## src/hdl/fme7_pkg.sv

```systemverilog
// ----------------------------------------------------------------------------
// fme7_pkg
// Types and constants shared by the FME-7 bank mapper with cycle IRQ.
// ----------------------------------------------------------------------------
package fme7_pkg;

  localparam int CHR_SLOTS = 8;
  localparam int CHR_IDX_W = $clog2(CHR_SLOTS);
  localparam int PRG_SLOTS = 3;

  typedef enum logic [1:0] {
    CMD_WRITE     = 2'd0,
    CMD_TICK      = 2'd1,
    CMD_CPU_XLATE = 2'd2,
    CMD_PPU_XLATE = 2'd3
  } cmd_e;

  typedef enum logic [1:0] {
    REGION_ROM      = 2'd0,
    REGION_WRAM     = 2'd1,
    REGION_OPEN_BUS = 2'd2,
    REGION_UNMAPPED = 2'd3
  } region_e;

  typedef enum logic [1:0] {
    MIRROR_VERTICAL   = 2'd0,
    MIRROR_HORIZONTAL = 2'd1,
    MIRROR_SINGLE_A   = 2'd2,
    MIRROR_SINGLE_B   = 2'd3
  } mirror_e;

  // internal register indexes
  localparam logic [3:0] REG_WINDOW  = 4'h8;
  localparam logic [3:0] REG_PRG0    = 4'h9;
  localparam logic [3:0] REG_PRG1    = 4'hA;
  localparam logic [3:0] REG_PRG2    = 4'hB;
  localparam logic [3:0] REG_MIRROR  = 4'hC;
  localparam logic [3:0] REG_IRQ_CTL = 4'hD;
  localparam logic [3:0] REG_CNT_LO  = 4'hE;
  localparam logic [3:0] REG_CNT_HI  = 4'hF;

  // address pages (bits 15:13)
  localparam logic [2:0] PAGE_WINDOW = 3'b011;
  localparam logic [2:0] PAGE_SELECT = 3'b100;
  localparam logic [2:0] PAGE_LOAD   = 3'b101;
  localparam logic [2:0] PAGE_FIXED  = 3'b111;
  localparam logic [2:0] PAGE_CHR    = 3'b000;

  localparam logic [5:0] PRG_FIXED_BANK = 6'h3F;

  typedef struct packed {
    logic [7:0]  cycle_count;
    logic [7:0]  write_data;
    logic [15:0] address;
    cmd_e        cmd;
  } item_t;

  typedef struct packed {
    logic       ram_write_enable;
    mirror_e    mirror_mode;
    region_e    region_kind;
    logic [7:0] bank_number;
    logic       irq_out;
  } result_t;

endpackage

```

## src/hdl/fme7_bank_mapper_irq_top.sv

```systemverilog
// ----------------------------------------------------------------------------
// fme7_bank_mapper_irq_top
// FME-7 style bank mapper with 16-bit cycle IRQ counter.
//
//   channel   direction  handshake               payload
//   s_axis    in         tvalid/tready           tuser cmd, tdata addr/data/cycles
//   m_axis    out        tvalid/tready           tuser region, tdata result
//   cfg       in         cfg_we_i                cfg_wdata_i board mirror flag
//
// One transaction per cycle sustained while m_axis_tready_i is high; each passes the input
// register, then state update and result register in one pass.
// Reset gives horizontal mirroring, identity CHR banks, PRG banks 0x3F.
// Output stall backs up through both registers to s_axis_tready_o.
// ----------------------------------------------------------------------------
module fme7_bank_mapper_irq_top
  import fme7_pkg::*;
(
  input  logic        clk_i,
  input  logic        rst_ni,
  input  logic        cfg_we_i,
  input  logic        cfg_wdata_i,
  input  logic        s_axis_tvalid_i,
  output logic        s_axis_tready_o,
  input  logic [1:0]  s_axis_tuser_i,  // [1:0] cmd
  input  logic [31:0] s_axis_tdata_i,  // [15:0] address, [23:16] write_data,
                                       // [31:24] cycle_count
  output logic        m_axis_tvalid_o,
  input  logic        m_axis_tready_i,
  output logic [1:0]  m_axis_tuser_o,  // [1:0] region_kind
  output logic [15:0] m_axis_tdata_o   // [0] irq_out, [8:1] bank_number,
                                       // [10:9] mirror_mode, [11] ram_write_enable,
                                       // [15:12] zero
);

  item_t   in_item;
  item_t   core_item;
  logic    core_valid;
  logic    out_ready;
  logic    step;
  result_t core_result;
  result_t out_result;

  assign in_item.cmd         = cmd_e'(s_axis_tuser_i);
  assign in_item.address     = s_axis_tdata_i[15:0];
  assign in_item.write_data  = s_axis_tdata_i[23:16];
  assign in_item.cycle_count = s_axis_tdata_i[31:24];

  assign step = core_valid && out_ready;

  fme7_in_stage u_in (
    .clk_i   (clk_i),
    .rst_ni  (rst_ni),
    .valid_i (s_axis_tvalid_i),
    .ready_o (s_axis_tready_o),
    .item_i  (in_item),
    .valid_o (core_valid),
    .take_i  (step),
    .item_o  (core_item)
  );

  fme7_core u_core (
    .clk_i      (clk_i),
    .rst_ni     (rst_ni),
    .cfg_we_i   (cfg_we_i),
    .cfg_flag_i (cfg_wdata_i),
    .step_i     (step),
    .item_i     (core_item),
    .result_o   (core_result)
  );

  fme7_out_stage u_out (
    .clk_i    (clk_i),
    .rst_ni   (rst_ni),
    .load_i   (core_valid),
    .ready_o  (out_ready),
    .result_i (core_result),
    .valid_o  (m_axis_tvalid_o),
    .take_i   (m_axis_tready_i),
    .result_o (out_result)
  );

  assign m_axis_tuser_o = out_result.region_kind;
  assign m_axis_tdata_o = {4'd0, out_result.ram_write_enable, out_result.mirror_mode,
                           out_result.bank_number, out_result.irq_out};

endmodule

```

## src/hdl/fme7_in_stage.sv

```systemverilog
// ----------------------------------------------------------------------------
// fme7_in_stage
// Input register: holds one accepted transaction until the core takes it.
// ----------------------------------------------------------------------------
module fme7_in_stage
  import fme7_pkg::*;
(
  input  logic  clk_i,
  input  logic  rst_ni,
  input  logic  valid_i,
  output logic  ready_o,
  input  item_t item_i,
  output logic  valid_o,
  input  logic  take_i,
  output item_t item_o
);

  logic  valid_q;
  item_t item_q;

  assign ready_o = !valid_q || take_i;
  assign valid_o = valid_q;
  assign item_o  = item_q;

  always_ff @(posedge clk_i or negedge rst_ni) begin
    if (!rst_ni) begin
      valid_q <= 1'b0;
    end else if (ready_o) begin
      valid_q <= valid_i;
    end
  end

  always_ff @(posedge clk_i) begin
    if (ready_o && valid_i) begin
      item_q <= item_i;
    end
  end

endmodule

```

## src/hdl/fme7_core.sv

```systemverilog
// ----------------------------------------------------------------------------
// fme7_core
// Mapper registers, IRQ counter and address translation for one transaction.
// ----------------------------------------------------------------------------
module fme7_core
  import fme7_pkg::*;
(
  input  logic    clk_i,
  input  logic    rst_ni,
  input  logic    cfg_we_i,
  input  logic    cfg_flag_i,
  input  logic    step_i,
  input  item_t   item_i,
  output result_t result_o
);

  logic [3:0]  sel_q, sel_d;
  logic [7:0]  chr_q [CHR_SLOTS];
  logic [7:0]  chr_d [CHR_SLOTS];
  logic [5:0]  prg_q [PRG_SLOTS];
  logic [5:0]  prg_d [PRG_SLOTS];
  logic [7:0]  window_q, window_d;
  mirror_e     mirror_q, mirror_d;
  logic [7:0]  irq_ctl_q, irq_ctl_d;
  logic [15:0] cnt_q, cnt_d;
  logic        pend_q, pend_d;

  logic [16:0] cnt_sub;
  logic [2:0]  page;
  logic [7:0]  bank;
  region_e     region;

  assign page    = item_i.address[15:13];
  assign cnt_sub = {1'b0, cnt_q} - {9'd0, item_i.cycle_count};

  always_comb begin
    sel_d     = sel_q;
    chr_d     = chr_q;
    prg_d     = prg_q;
    window_d  = window_q;
    mirror_d  = mirror_q;
    irq_ctl_d = irq_ctl_q;
    cnt_d     = cnt_q;
    pend_d    = pend_q;
    bank      = 8'd0;
    region    = REGION_UNMAPPED;

    unique case (item_i.cmd)
      CMD_WRITE: begin
        if (page == PAGE_SELECT) begin
          sel_d = item_i.write_data[3:0];
        end else if (page == PAGE_LOAD) begin
          if (!sel_q[3]) begin
            chr_d[sel_q[CHR_IDX_W-1:0]] = item_i.write_data;
          end else begin
            unique case (sel_q)
              REG_WINDOW:  window_d = item_i.write_data;
              REG_PRG0:    prg_d[0] = item_i.write_data[5:0];
              REG_PRG1:    prg_d[1] = item_i.write_data[5:0];
              REG_PRG2:    prg_d[2] = item_i.write_data[5:0];
              REG_MIRROR:  mirror_d = mirror_e'(item_i.write_data[1:0]);
              REG_IRQ_CTL: begin
                irq_ctl_d = item_i.write_data;
                pend_d    = 1'b0;
              end
              REG_CNT_LO:  cnt_d = {cnt_q[15:8], item_i.write_data};
              REG_CNT_HI:  cnt_d = {item_i.write_data, cnt_q[7:0]};
              default: ;
            endcase
          end
        end
      end
      CMD_TICK: begin
        if (irq_ctl_q[0]) begin
          cnt_d = cnt_sub[15:0];
          // borrow out means the counter wrapped
          if (cnt_sub[16] && irq_ctl_q[7]) begin
            pend_d = 1'b1;
          end
        end
      end
      CMD_CPU_XLATE: begin
        if (page == PAGE_FIXED) begin
          bank   = {2'b00, PRG_FIXED_BANK};
          region = REGION_ROM;
        end else if (item_i.address[15]) begin
          region = REGION_ROM;
          case (item_i.address[14:13])
            2'd0:    bank = {2'b00, prg_q[0]};
            2'd1:    bank = {2'b00, prg_q[1]};
            default: bank = {2'b00, prg_q[2]};
          endcase
        end else if (page == PAGE_WINDOW) begin
          if (!window_q[6]) begin
            bank   = {2'b00, window_q[5:0]};
            region = REGION_ROM;
          end else if (window_q[7]) begin
            region = REGION_WRAM;
          end else begin
            region = REGION_OPEN_BUS;
          end
        end
      end
      CMD_PPU_XLATE: begin
        if (page == PAGE_CHR) begin
          bank   = chr_q[item_i.address[10 +: CHR_IDX_W]];
          region = REGION_ROM;
        end
      end
      default: ;
    endcase

    result_o.irq_out          = pend_d;
    result_o.bank_number      = bank;
    result_o.region_kind      = region;
    result_o.mirror_mode      = mirror_d;
    result_o.ram_write_enable = window_d[7] && window_d[6];
  end

  always_ff @(posedge clk_i or negedge rst_ni) begin
    if (!rst_ni) begin
      sel_q     <= 4'd0;
      for (int i = 0; i < CHR_SLOTS; i++) begin
        chr_q[i] <= 8'(i);
      end
      for (int i = 0; i < PRG_SLOTS; i++) begin
        prg_q[i] <= PRG_FIXED_BANK;
      end
      window_q  <= 8'd0;
      mirror_q  <= MIRROR_HORIZONTAL;
      irq_ctl_q <= 8'd0;
      cnt_q     <= 16'd0;
      pend_q    <= 1'b0;
    end else if (cfg_we_i) begin
      // board strap reloads mirroring
      mirror_q <= cfg_flag_i ? MIRROR_VERTICAL : MIRROR_HORIZONTAL;
    end else if (step_i) begin
      sel_q     <= sel_d;
      chr_q     <= chr_d;
      prg_q     <= prg_d;
      window_q  <= window_d;
      mirror_q  <= mirror_d;
      irq_ctl_q <= irq_ctl_d;
      cnt_q     <= cnt_d;
      pend_q    <= pend_d;
    end
  end

endmodule

```

## src/hdl/fme7_out_stage.sv

```systemverilog
// ----------------------------------------------------------------------------
// fme7_out_stage
// Result register: holds one result until the downstream side takes it.
// ----------------------------------------------------------------------------
module fme7_out_stage
  import fme7_pkg::*;
(
  input  logic    clk_i,
  input  logic    rst_ni,
  input  logic    load_i,
  output logic    ready_o,
  input  result_t result_i,
  output logic    valid_o,
  input  logic    take_i,
  output result_t result_o
);

  logic    valid_q;
  result_t result_q;

  assign ready_o  = !valid_q || take_i;
  assign valid_o  = valid_q;
  assign result_o = result_q;

  always_ff @(posedge clk_i or negedge rst_ni) begin
    if (!rst_ni) begin
      valid_q <= 1'b0;
    end else if (ready_o) begin
      valid_q <= load_i;
    end
  end

  always_ff @(posedge clk_i) begin
    if (ready_o && load_i) begin
      result_q <= result_i;
    end
  end

endmodule
```

## config.mk

```make
export PLATFORM = sky130hd
export DESIGN_NAME = fme7_bank_mapper_irq_top
export DESIGN_NICKNAME = d
export VERILOG_FILES = /design/src/hdl/fme7_pkg.sv /design/src/hdl/fme7_bank_mapper_irq_top.sv /design/src/hdl/fme7_in_stage.sv /design/src/hdl/fme7_core.sv /design/src/hdl/fme7_out_stage.sv
export SDC_FILE = /design/constraint.sdc
export NUM_CORES = 1
export LEC_CHECK = 0
export BUFFER_PORTS_ARGS = -buffer_cell sky130_fd_sc_hd__clkbuf_2
export CAP_MARGIN = 10
export CORE_MARGIN = 1
export CORE_UTILIZATION = 30
export DETAILED_ROUTE_END_ITERATION = 7
export PLACE_DENSITY = 0.54
export SLEW_MARGIN = 15
export SYNTH_ARGS = -nofsm -noshare
export SYNTH_HDL_FRONTEND = slang
export SYNTH_SLANG_ARGS = --single-unit
export TNS_END_PERCENT = 20
```

## constraint.sdc

```tcl
create_clock -name clk_i -period 1.9 [get_ports clk_i]
set_input_delay 0.475 -clock clk_i [delete_from_list [all_inputs] [get_ports clk_i]]
set_output_delay 0.475 -clock clk_i [all_outputs]
set_load 0.05 [all_outputs]
```

Word-level counts from Yosys, hierarchy flattened
Cells that the tools add are included.
- flip-flop bits (word level): 171
- bits of input ports: 40
- word-level logic and storage cells: 133
- output and inout bits: 20
- bitwise logic cells: 5
- muxes and demuxes: 46
- add/subtract/negate cells: 1
- magnitude comparators: 3
- reduce and logical (&&, ||, !) cells: 24
- equality and inequality tests: 24
- operators with widths (cell ; count):
    $mux 8 ; 12
    $bwmux 64 ; 1
    $mux 16 ; 4
    $pmux 16 s2 ; 2
    $reduce_and 7->1 ; 5
    $eq 4x4->1 const B ; 8
    $mux 2 ; 13
    $bmux 8 s3 ; 1
    $demux 8 s3 ; 1
    $reduce_and 9->1 ; 2
    $sub 16x8->17 ; 1
    $pmux 8 s2 ; 1
    $pmux 6 s2 ; 1
    $ne 2x2->1 const B ; 5
    $eq 3x3->1 const B ; 3
    $ge 4x4->1 const B ; 2
    $not 3->4 ; 2
    $mux 1 ; 7
    $mux 6 ; 1
    $ne 2x1->1 const B ; 3
    $reduce_and 6->1 ; 1
    $logic_and 1x1->1 ; 5
    $eq 2x1->1 const B ; 2
    $eq 2x2->1 const B ; 2
    other kinds (12) ; 18

Depth between registers and ports, before layout
Gate-level depths: netlist of the first run.
- word-level depth: 8
- depth in mapped cells: 8

Hierarchy
A second synthesis of the first run with hierarchy kept.
- cell total of the unflattened synthesis: 566
- area total of the unflattened synthesis: 7733.7 um^2
- by module, submodules not included (module ; area an instance (um^2) ; sequential area each (um^2) ; cells an instance ; instances):
    fme7_core ; 6144.6 ; 2916.5 ; 504 ; 1
    fme7_in_stage ; 1074.8 ; 1046.0 ; 38 ; 1
    fme7_out_stage ; 474.2 ; 445.4 ; 18 ; 1
    fme7_bank_mapper_irq_top ; 40.0 ; 0.0 ; 6 ; 1

Least setup slack after synthesis of the first run
Ideal clock, no wire load.
- path kind: reg-to-reg
- from: register u_out.valid_q, in the netlist u_out.valid_o
- to: register u_in.item_q, in the netlist u_in.item_o[0], enable pin
- cell stages (with the launch flop): 4
- setup time: 0.383 ns
- arrival time: 1.897 ns
- slack: -0.380 ns
- path through: dfrtp_1 nor2b_1 nand2_1 and2_1
- cells in the longest elaborated chain, start to end: 5
- ends and longest elaborated chain (what ; RTL line ; RTL):
    start: declaration ; fme7_out_stage.sv:18 ; logic valid_q;
    start signal: assignment ; fme7_out_stage.sv:29 ; valid_q <= load_i;
    $logic_not 1->1 ; fme7_out_stage.sv:21 ; assign ready_o = !valid_q || take_i;
    $logic_or 1x1->1 ; fme7_out_stage.sv:21 ;
    $logic_and 1x1->1 ; fme7_bank_mapper_irq_top.sv:48 ; assign step = core_valid && out_ready;
    $logic_or 1x1->1 ; fme7_in_stage.sv:21 ; assign ready_o = !valid_q || take_i;
    net s_axis_tready_o ; fme7_bank_mapper_irq_top.sv:23 ; output logic s_axis_tready_o,
    $logic_and 1x1->1 ; fme7_in_stage.sv:34 ; if (ready_o && valid_i) begin
    end signal: assignment ; fme7_in_stage.sv:35 ; item_q <= item_i;
    end: declaration ; fme7_in_stage.sv:19 ; item_t item_q;
The timed path passes the listed nets, and every way through them passes these cells.
A chain may end at the register's enable or synchronous reset.

Worst setup path in the final report of the first run
- from: register u_core.cnt_q[0]
- to: register u_core.cnt_q[8]
- cells in the longest elaborated chain, start to end: 3
- ends and longest elaborated chain (what ; RTL line ; RTL):
    start: declaration ; fme7_core.sv:25 ; logic [15:0] cnt_q, cnt_d;
    start signal: assignment ; fme7_core.sv:144 ; cnt_q <= cnt_d;
    $sub 16x8->17 ; fme7_core.sv:34 ; assign cnt_sub = {1'b0, cnt_q} - {9'd0, item_i.cycle_count};
    $mux 16 ; fme7_core.sv:74 ; if (irq_ctl_q[0]) begin
    $pmux 16 s2 ; fme7_core.sv:48 ; unique case (item_i.cmd)
No other way between the ends. The select of a mux whose other input is x is not followed.

==> flow_summary_export.csv, run 1 <==
group,metric,value,unit
outcome,status,"complete, but fails checks",
outcome,failed_checks,"negative setup slack",
global_route,use_met1,0.216,
setup_path,max_stage_delay,0.54,ns
synth,ys_types,62,
synth,syn_area_per_cell,13.3,µm²
setup_path,cp_cell_sequence,"inv_2 -> ha_4 -> fa_2 -> nor2b_4 -> o31a_1 -> o41a_1 -> or4b_1 -> nand3_1",
synth,synth_area_leader_cell,"dfrtp_1",
setup_path,setup.worst_path.class,"reg -> reg",
setup_path,cp-start-kind,"flop",
global_route,grtUsageMet3,0.0351,
synth,ys_seq_area_frac,0.559,
floorplanning,start_util,0.309,
detailed_routing,finalWirelength,19.3,mm
clock_tree,tritoncts,"yes",
worst_hold_path,hp-class,"in -> reg",
sta,tightest_slew,0.778,ns
placement,portBuffers,45,
placement,place_congestion,0.817,
floorplanning,coreArea,23800,µm²
setup_path,critPathArrivalTime,2.57,ns
synth,synth_top_cell_area_share,0.293,
power_and_ir_drop,p_per_area,786,nW/µm²
synth,synthArstFlopShare,0.755,
sta,hold_viol_final,0,
synth,synthFlopType,"dfrtp_1",
power_and_ir_drop,ir_drop,0.534,mV
placement,dp_hpwl,12.9,mm
sta,max_slew_margin,0.481,
setup_path,crit_required,2.26,ns
setup_path,path_max_fanout,6,
clock_tree,clk_path_buf_depth,2,
clock_tree,path_clk_slew,0.06,ns
floorplanning,rows,56,
sta,fin_crit,2.21,ns
worst_hold_path,min_path_cells,1,
synth,synthCells,552,
global_route,globalRoute.totalOverflow,0,
clock_tree,cts.sinks,155,
sta,final_max_slew_viol_count,0,
cells_and_area,fin_cells,1026,
power_and_ir_drop,power_leakage,4.23,nW
synth,ys_warn_count,0,
cells_and_area,insertedDiodeCount,0,
setup_path,worst_r2r_path_depth,8,
global_route,antenna_found_initial,0,
global_route,grt-busiest-layer,"met2",
sta,fmax,0.452,GHz
clock_tree,numCtsBuffers,17,
sta,post-route-period-util,1.16,
setup_path,worstReg2RegEnd,"u_core.cnt_q[8]",
flow_run,cap_violations,0,
sta,fin_skew,0.0113,ns
global_route,grt_max_degree,33,
global_route,grt_pass1_vias,5285,
detailed_routing,ant_nets,0,
cells_and_area,area_growth,34.1,%
global_route,grt_use_total,0.163,
sta,setup_viol,55,
cells_and_area,drive_gt1_frac,0.552,
synth,synth_seq_cells,155,
synth,synth.area.top_cells,"dfrtp_1, mux2_2, edfxtp_1",
setup_path,regToRegSetupSlack,-0.31,ns
floorplanning,die-area,25100,µm²
detailed_routing,dr_total_vias,5092,
detailed_routing,vias_per_cell,4.96,
detailed_routing,wl_per_cell,18.8,µm
global_route,grt_pass1_wl,30.1,mm
power_and_ir_drop,power.total,0.00775,W
detailed_routing,drt_iter0_markers,215,
cells_and_area,nNetsFinal,743,
floorplanning,ios,60,
sta,rsz0062_at_grt,"yes",
clock_tree,worstSkewPairLatency,0.43,ns
synth,synthesis.area,7350,µm²
clock_tree,cts_root_buf,"clkbuf_16",
placement,dp.cells,976,
floorplanning,fp.dieW,159,µm
sta,tns,-4.76,ns
sta,setup_slack,-0.311,ns
detailed_routing,firstDrtPassIters,5,
setup_path,r2r-start,"u_core.cnt_q[0]",
global_route,use_met2,0.264,
synth,synth-edff-count,38,
clock_tree,cts-htree-levels,4,
detailed_routing,route.detailed.drc,0,
worst_hold_path,hold_path_end,"u_in.item_o[23]",
floorplanning,die_y,159,µm
setup_path,crit_path_end_kind,"flop",
placement,post-place-ws,-0.488,ns
worst_hold_path,hold_start,"s_axis_tdata_i[21]",
setup_path,slowest_stage,"or4b_1",
[cell type report]
type                    count  area, µm²
clock inverters            10       75.1
fillers                  2205      13900
well taps                 319        399
clock buffers              22        507
multi-input cells         350       3480
inverters                  17       63.8
flip-flops and latches    155       4110
repair buffers            153       1220
[report_power, final]
part | total [W] | switching [W] | internal (W) | leakage (nW)
Combinational | 0.000787 | 0.000462 | 0.000325 | 2.10
Sequential | 0.00366 | 0.000117 | 0.00355 | 1.84
Clock | 0.00330 | 0.00139 | 0.00191 | 0.284
[sequential cells by signal, summed over array words and instances, names as in the netlist]
| name | flops |
|---|---|
| u_core.irq_ctl_q | 2 |
| u_core.sel_q | 4 |
| u_core.prg_q | 18 |
| u_out.valid_o | 1 |
| u_core.window_q | 8 |
| u_core.cnt_q | 16 |
| u_in.valid_o | 1 |
| u_core.pend_q | 1 |
| u_in.item_o | 24 |
| u_out.result_o | 14 |
| u_core.chr_q | 64 |
| u_core.mirror_q | 2 |
[layer usage]
metal / vias to the layer above / part of all wire
li1: 2363 / -
met1: 2604 / 0.47
met2: 107 / 0.48
met3: 18 / 0.039
met4: 0 / 0.014
met5: - / 0
[placed cells by master (no fill, tap or decap), types with 4 or more instances in the layout]
master,n
dfrtp_1,85
buf_4,82
mux2_2,63
clkbuf_2,43
mux2_4,41
edfxtp_1,38
dfstp_2,31
nor2_1,26
clkbuf_16,19
buf_6,18
mux4_2,16
nand2_1,16
nand3_1,15
a21oi_1,14
inv_1,13
mux2i_1,8
nand2b_1,8
buf_12,8
o22ai_1,7
nor2_4,6
nand2_2,6
o21ai_0,6
o32ai_1,5
o211ai_1,5
ha_1,5
o21ai_1,4
nor3_1,4
o311ai_1,4
nor2b_1,4
inv_2,4
conb_1,4
[repair_timing]
action	4_1_cts	5_1_grt
hold buffers	1	0
endpoints found under the setup margin	115	121
setup buffers	10	8
endpoints found under the hold margin	15	0
gates resized for setup	75	54
pin swaps	16	23
[worst max-delay path by stage]
stage                    start           endpoint  depth (start not counted)
5_1_grt        u_core.cnt_q[0]    u_core.cnt_q[8]                          8
2_1_floorplan    u_out.valid_o   u_core.prg_q[12]                          5
3_5_place_dp   u_core.cnt_q[0]   u_core.cnt_q[10]                          8
3_3_place_gp   u_in.item_o[26]  u_out.result_o[0]                          7
6_report       u_core.cnt_q[0]    u_core.cnt_q[8]                          8
4_1_cts        u_core.cnt_q[0]    u_core.cnt_q[8]                          8
[logic make-up (layout without fill, tap and decap cells)]
family / count (synthesis) / count (layout) / share of synthesized area
other: 1 / 4 / 0.000510
and+or+nand+nor: 123 / 123 / 0.0931
muxes: 130 / 130 / 0.222
xor gates and xnor gates: 1 / 1 / 0.00119
DFF: 155 / 155 / 0.559
buffers and inverters: 50 / 202 / 0.0291
AOI/OAI and AO/OA: 83 / 83 / 0.0787
adders and majority gates: 9 / 9 / 0.0163
[cells in the mapped netlist, drive strengths merged (2+ instances only)]
master / instances
nand3: 17
o21ai: 10
nor4: 6
inv: 17
and3: 2
nor4b: 3
o211ai: 5
edfxtp: 38
nand2b: 9
ha: 8
or3: 4
a22o: 3
o31a: 2
clkbuf: 19
mux2i: 10
dfstp: 31
o22ai: 8
o21a: 3
buf: 14
a21oi: 16
nor2b: 7
mux4: 16
mux2: 104
o32ai: 6
o31ai: 2
nand4: 2
dfrtp: 86
a211oi: 4
a21o: 3
nor2: 33
o311ai: 5
a31oi: 4
nand4b: 3
nand2: 22
o41ai: 2
nor3: 6
and2: 2
or2: 2
a21boi: 2
[worst max-delay path, delay by kind of cell (launching register included)]
kind                     cells  cell delay, ns
buffers and inverters        1            0.07
AO/OA/AOI/OAI                2            0.70
AND/OR/NAND/NOR              3            0.67
flip-flops                   1            0.37
adder cells (fa/ha/maj)      2            0.35
[metrics by stage]
step,util,area (µm²),hold slack [ns]
3_5_place_dp,0.363,8620,0.395
3_3_place_gp,0.363,8620,0.396
4_1_cts,0.404,9590,0.203
5_1_grt,0.415,9850,0.198
2_1_floorplan,-,7370,0.179
6_report,0.415,9850,0.222
Power figures use the tool's default switching activity.
==> run 2: changes to the inputs <==
Settings changed: CORE_MARGIN 1 to default, SYNTH_HIERARCHICAL from default to 1.
==> run 2 against run 1 <==
The run still ends with negative setup slack left. Sequential share of layout area is 0.91 points higher. Clock power barely moved. Wire length shrank 3.6%. First-iteration DRC count down 12%. Global-route usage fell by 0.87 points. Maximum frequency grew 9.0%. Largest cell class unchanged. Cell count is 1.2% lower. Hold slack worse by 0.0045 ns. Critical path type unchanged. Area after synthesis rose by 1.2%.
==> flow_summary_export.csv, run 2 <==
group,metric,value,unit
worst_hold_path,hp-class,"in -> reg",
sta,fin_crit,2.03,ns
cells_and_area,largest_register_ffs,64,
cells_and_area,area_growth,29.7,%
synth,synthesis.area,7430,µm²
floorplanning,die-area,25400,µm²
floorplanning,die_y,159,µm
setup_path,crit_path_start,"u_out/valid_o",
floorplanning,fp.dieW,159,µm
global_route,grt_use_total,0.154,
power_and_ir_drop,p_per_area,821,nW/µm²
detailed_routing,dr_total_vias,5105,
power_and_ir_drop,power_leakage,4.19,nW
worst_hold_path,min_path_cells,1,
cells_and_area,final_common_cell,"mux2_2",
power_and_ir_drop,switchingPower,0.00203,W
setup_path,critPathArrivalTime,2.34,ns
synth,synthCells,556,
cells_and_area,n_fill_cell,2259,
clock_tree,numCtsBuffers,17,
outcome,failed_checks,"negative setup slack",
sta,setup_slack,-0.129,ns
setup_path,worst_r2r_path_depth,8,
power_and_ir_drop,ir_drop,0.605,mV
setup_path,crit_required,2.21,ns
floorplanning,rows,57,
clock_tree,cts.sinks,155,
detailed_routing,drt_iter0_markers,189,
detailed_routing,wl_per_cell,18.3,µm
sta,post-route-period-util,1.07,
power_and_ir_drop,netSwitchingFraction,0.257,
placement,dp_hpwl,12.6,mm
global_route,grt_pass1_wl,30.0,mm
clock_tree,clk_path_buf_depth,2,
setup_path,setup.worst_path.class,"reg -> reg",
placement,portBuffers,45,
cells_and_area,drive_gt1_frac,0.532,
clock_tree,cts_root_buf,"clkbuf_16",
cells_and_area,fin_util,0.397,
flow_run,cap_violations,0,
global_route,grt_pass1_vias,5491,
setup_path,path_max_fanout,8,
setup_path,cp-start-kind,"flop",
global_route,globalRoute.totalOverflow,0,
cells_and_area,insertedDiodeCount,0,
outcome,status,"complete, but fails checks",
sta,tightest_slew,0.745,ns
setup_path,worstReg2RegEnd,"u_core/chr_q[38]",
cells_and_area,largest_register,"u_core/chr_q",
sta,fin_skew,0.00814,ns
setup_path,r2r-start,"u_out/valid_o",
power_and_ir_drop,combPwrFrac,0.111,
placement,place_congestion,0.830,
floorplanning,ios,60,
power_and_ir_drop,p_int,0.00588,W
worst_hold_path,hold_path_end,"u_in/item_o[30]",
detailed_routing,ant_nets,0,
clock_tree,path_clk_slew,0.07,ns
cells_and_area,layout_common_cells,"mux2_2, dfrtp_1, buf_4",
sta,rsz0062_at_grt,"yes",
sta,fmax,0.493,GHz
cells_and_area,nNetsFinal,726,
detailed_routing,route.detailed.drc,0,
worst_hold_path,hold_start,"s_axis_tdata_i[28]",
detailed_routing,finalWirelength,18.6,mm
power_and_ir_drop,pwr-share-seq,0.468,
sta,final_max_slew_viol_count,0,
global_route,antenna_found_initial,0,
clock_tree,worstSkewPairLatency,0.43,ns
power_and_ir_drop,power.total,0.00791,W
clock_tree,tritoncts,"yes",
global_route,grt_max_degree,31,
floorplanning,coreArea,24300,µm²
sta,max_slew_margin,0.503,
clock_tree,cts-htree-levels,4,
setup_path,regToRegSetupSlack,-0.13,ns
detailed_routing,firstDrtPassIters,4,
floorplanning,start_util,0.306,
synth,ys_warn_count,6,
synth,syn_area_per_cell,13.4,µm²
detailed_routing,vias_per_cell,5.03,
setup_path,crit_path_end_kind,"flop",
sta,setup_viol,88,
sta,hold_viol_final,0,
power_and_ir_drop,pwr-share-clk,0.421,
## run 2: critical path, stage by stage, from the launching register on
cell and delay [ns]:
dfrtp_2 0.42, nand2b_4 0.07, and2_4 0.15, nand2b_4 0.07, or3_4 0.41, nor3_4 0.13, buf_6 0.17, nand3_4 0.16
mux2_2 0.32
## run 2: per-stage QoR
step | worst slack [ns] | std cells | cell area [µm²] | hold slack (ns) | TNS [ns]
after floorplan | -0.184 | 559 | 7490 | 0.179 | -10.29
after global placement | -0.353 | 970 | 8630 | 0.458 | -25.79
after detailed placement | -0.386 | 970 | 8630 | 0.462 | -28.19
after CTS | -0.141 | 1011 | 9550 | 0.196 | -6.66
after global routing | -0.207 | 1014 | 9640 | 0.199 | -14.85
final | -0.129 | 1014 | 9640 | 0.217 | -5.43
## run 2: power groups by stage
stage | registers [W] | clock network, W | logic, W
after floorplan | 0.00379 | 0 | 0.000415
after global placement | 0.00376 | 0 | 0.000798
after detailed placement | 0.00376 | 0 | 0.000813
after CTS | 0.00371 | 0.00345 | 0.000873
after global routing | 0.00373 | 0.00357 | 0.000947
final | 0.00371 | 0.00333 | 0.000880
## run 2: how the worst max path moves through the flow
stage	to	slack, ns	depth (start not counted)
3_3_place_gp	u_core/chr_q[58]	-0.35	8
6_report	u_core/chr_q[38]	-0.13	8
4_1_cts	u_core/chr_q[50]	-0.14	8
3_5_place_dp	u_core/chr_q[58]	-0.39	8
5_1_grt	u_core/chr_q[38]	-0.21	8
2_1_floorplan	u_core/chr_q[40]	-0.18	7
## run 2: repair_timing
action / 4_1_cts / 5_1_grt
hold buffers: 1 / 0
pin swaps: 35 / 13
cloned: 0 / 0
gates resized for setup: 56 / 20
endpoints found under the setup margin: 105 / 121
endpoints found under the hold margin: 5 / 0
buffers inserted: 9 / 4
## run 2: final cells by class
class	count	area [µm²]	share of cell area
timing repair buffer	130	1020	0.106
inverter	14	52.6	0.00545
clock inverter	10	75.1	0.00779
multi-input combinational	359	3470	0.359
tap	324	405	0.0420
clock buffer	22	517	0.0536
sequential	155	4110	0.426
## run 2: per-layer routing
layer  vias to the layer above  routed length (µm)  GRT usage
met5                         -                   0          0
met4                         0                 332     0.0520
met3                        19                 770     0.0346
met2                       117                9370      0.264
met1                      2637                8100      0.192
li1                       2332                   -          -
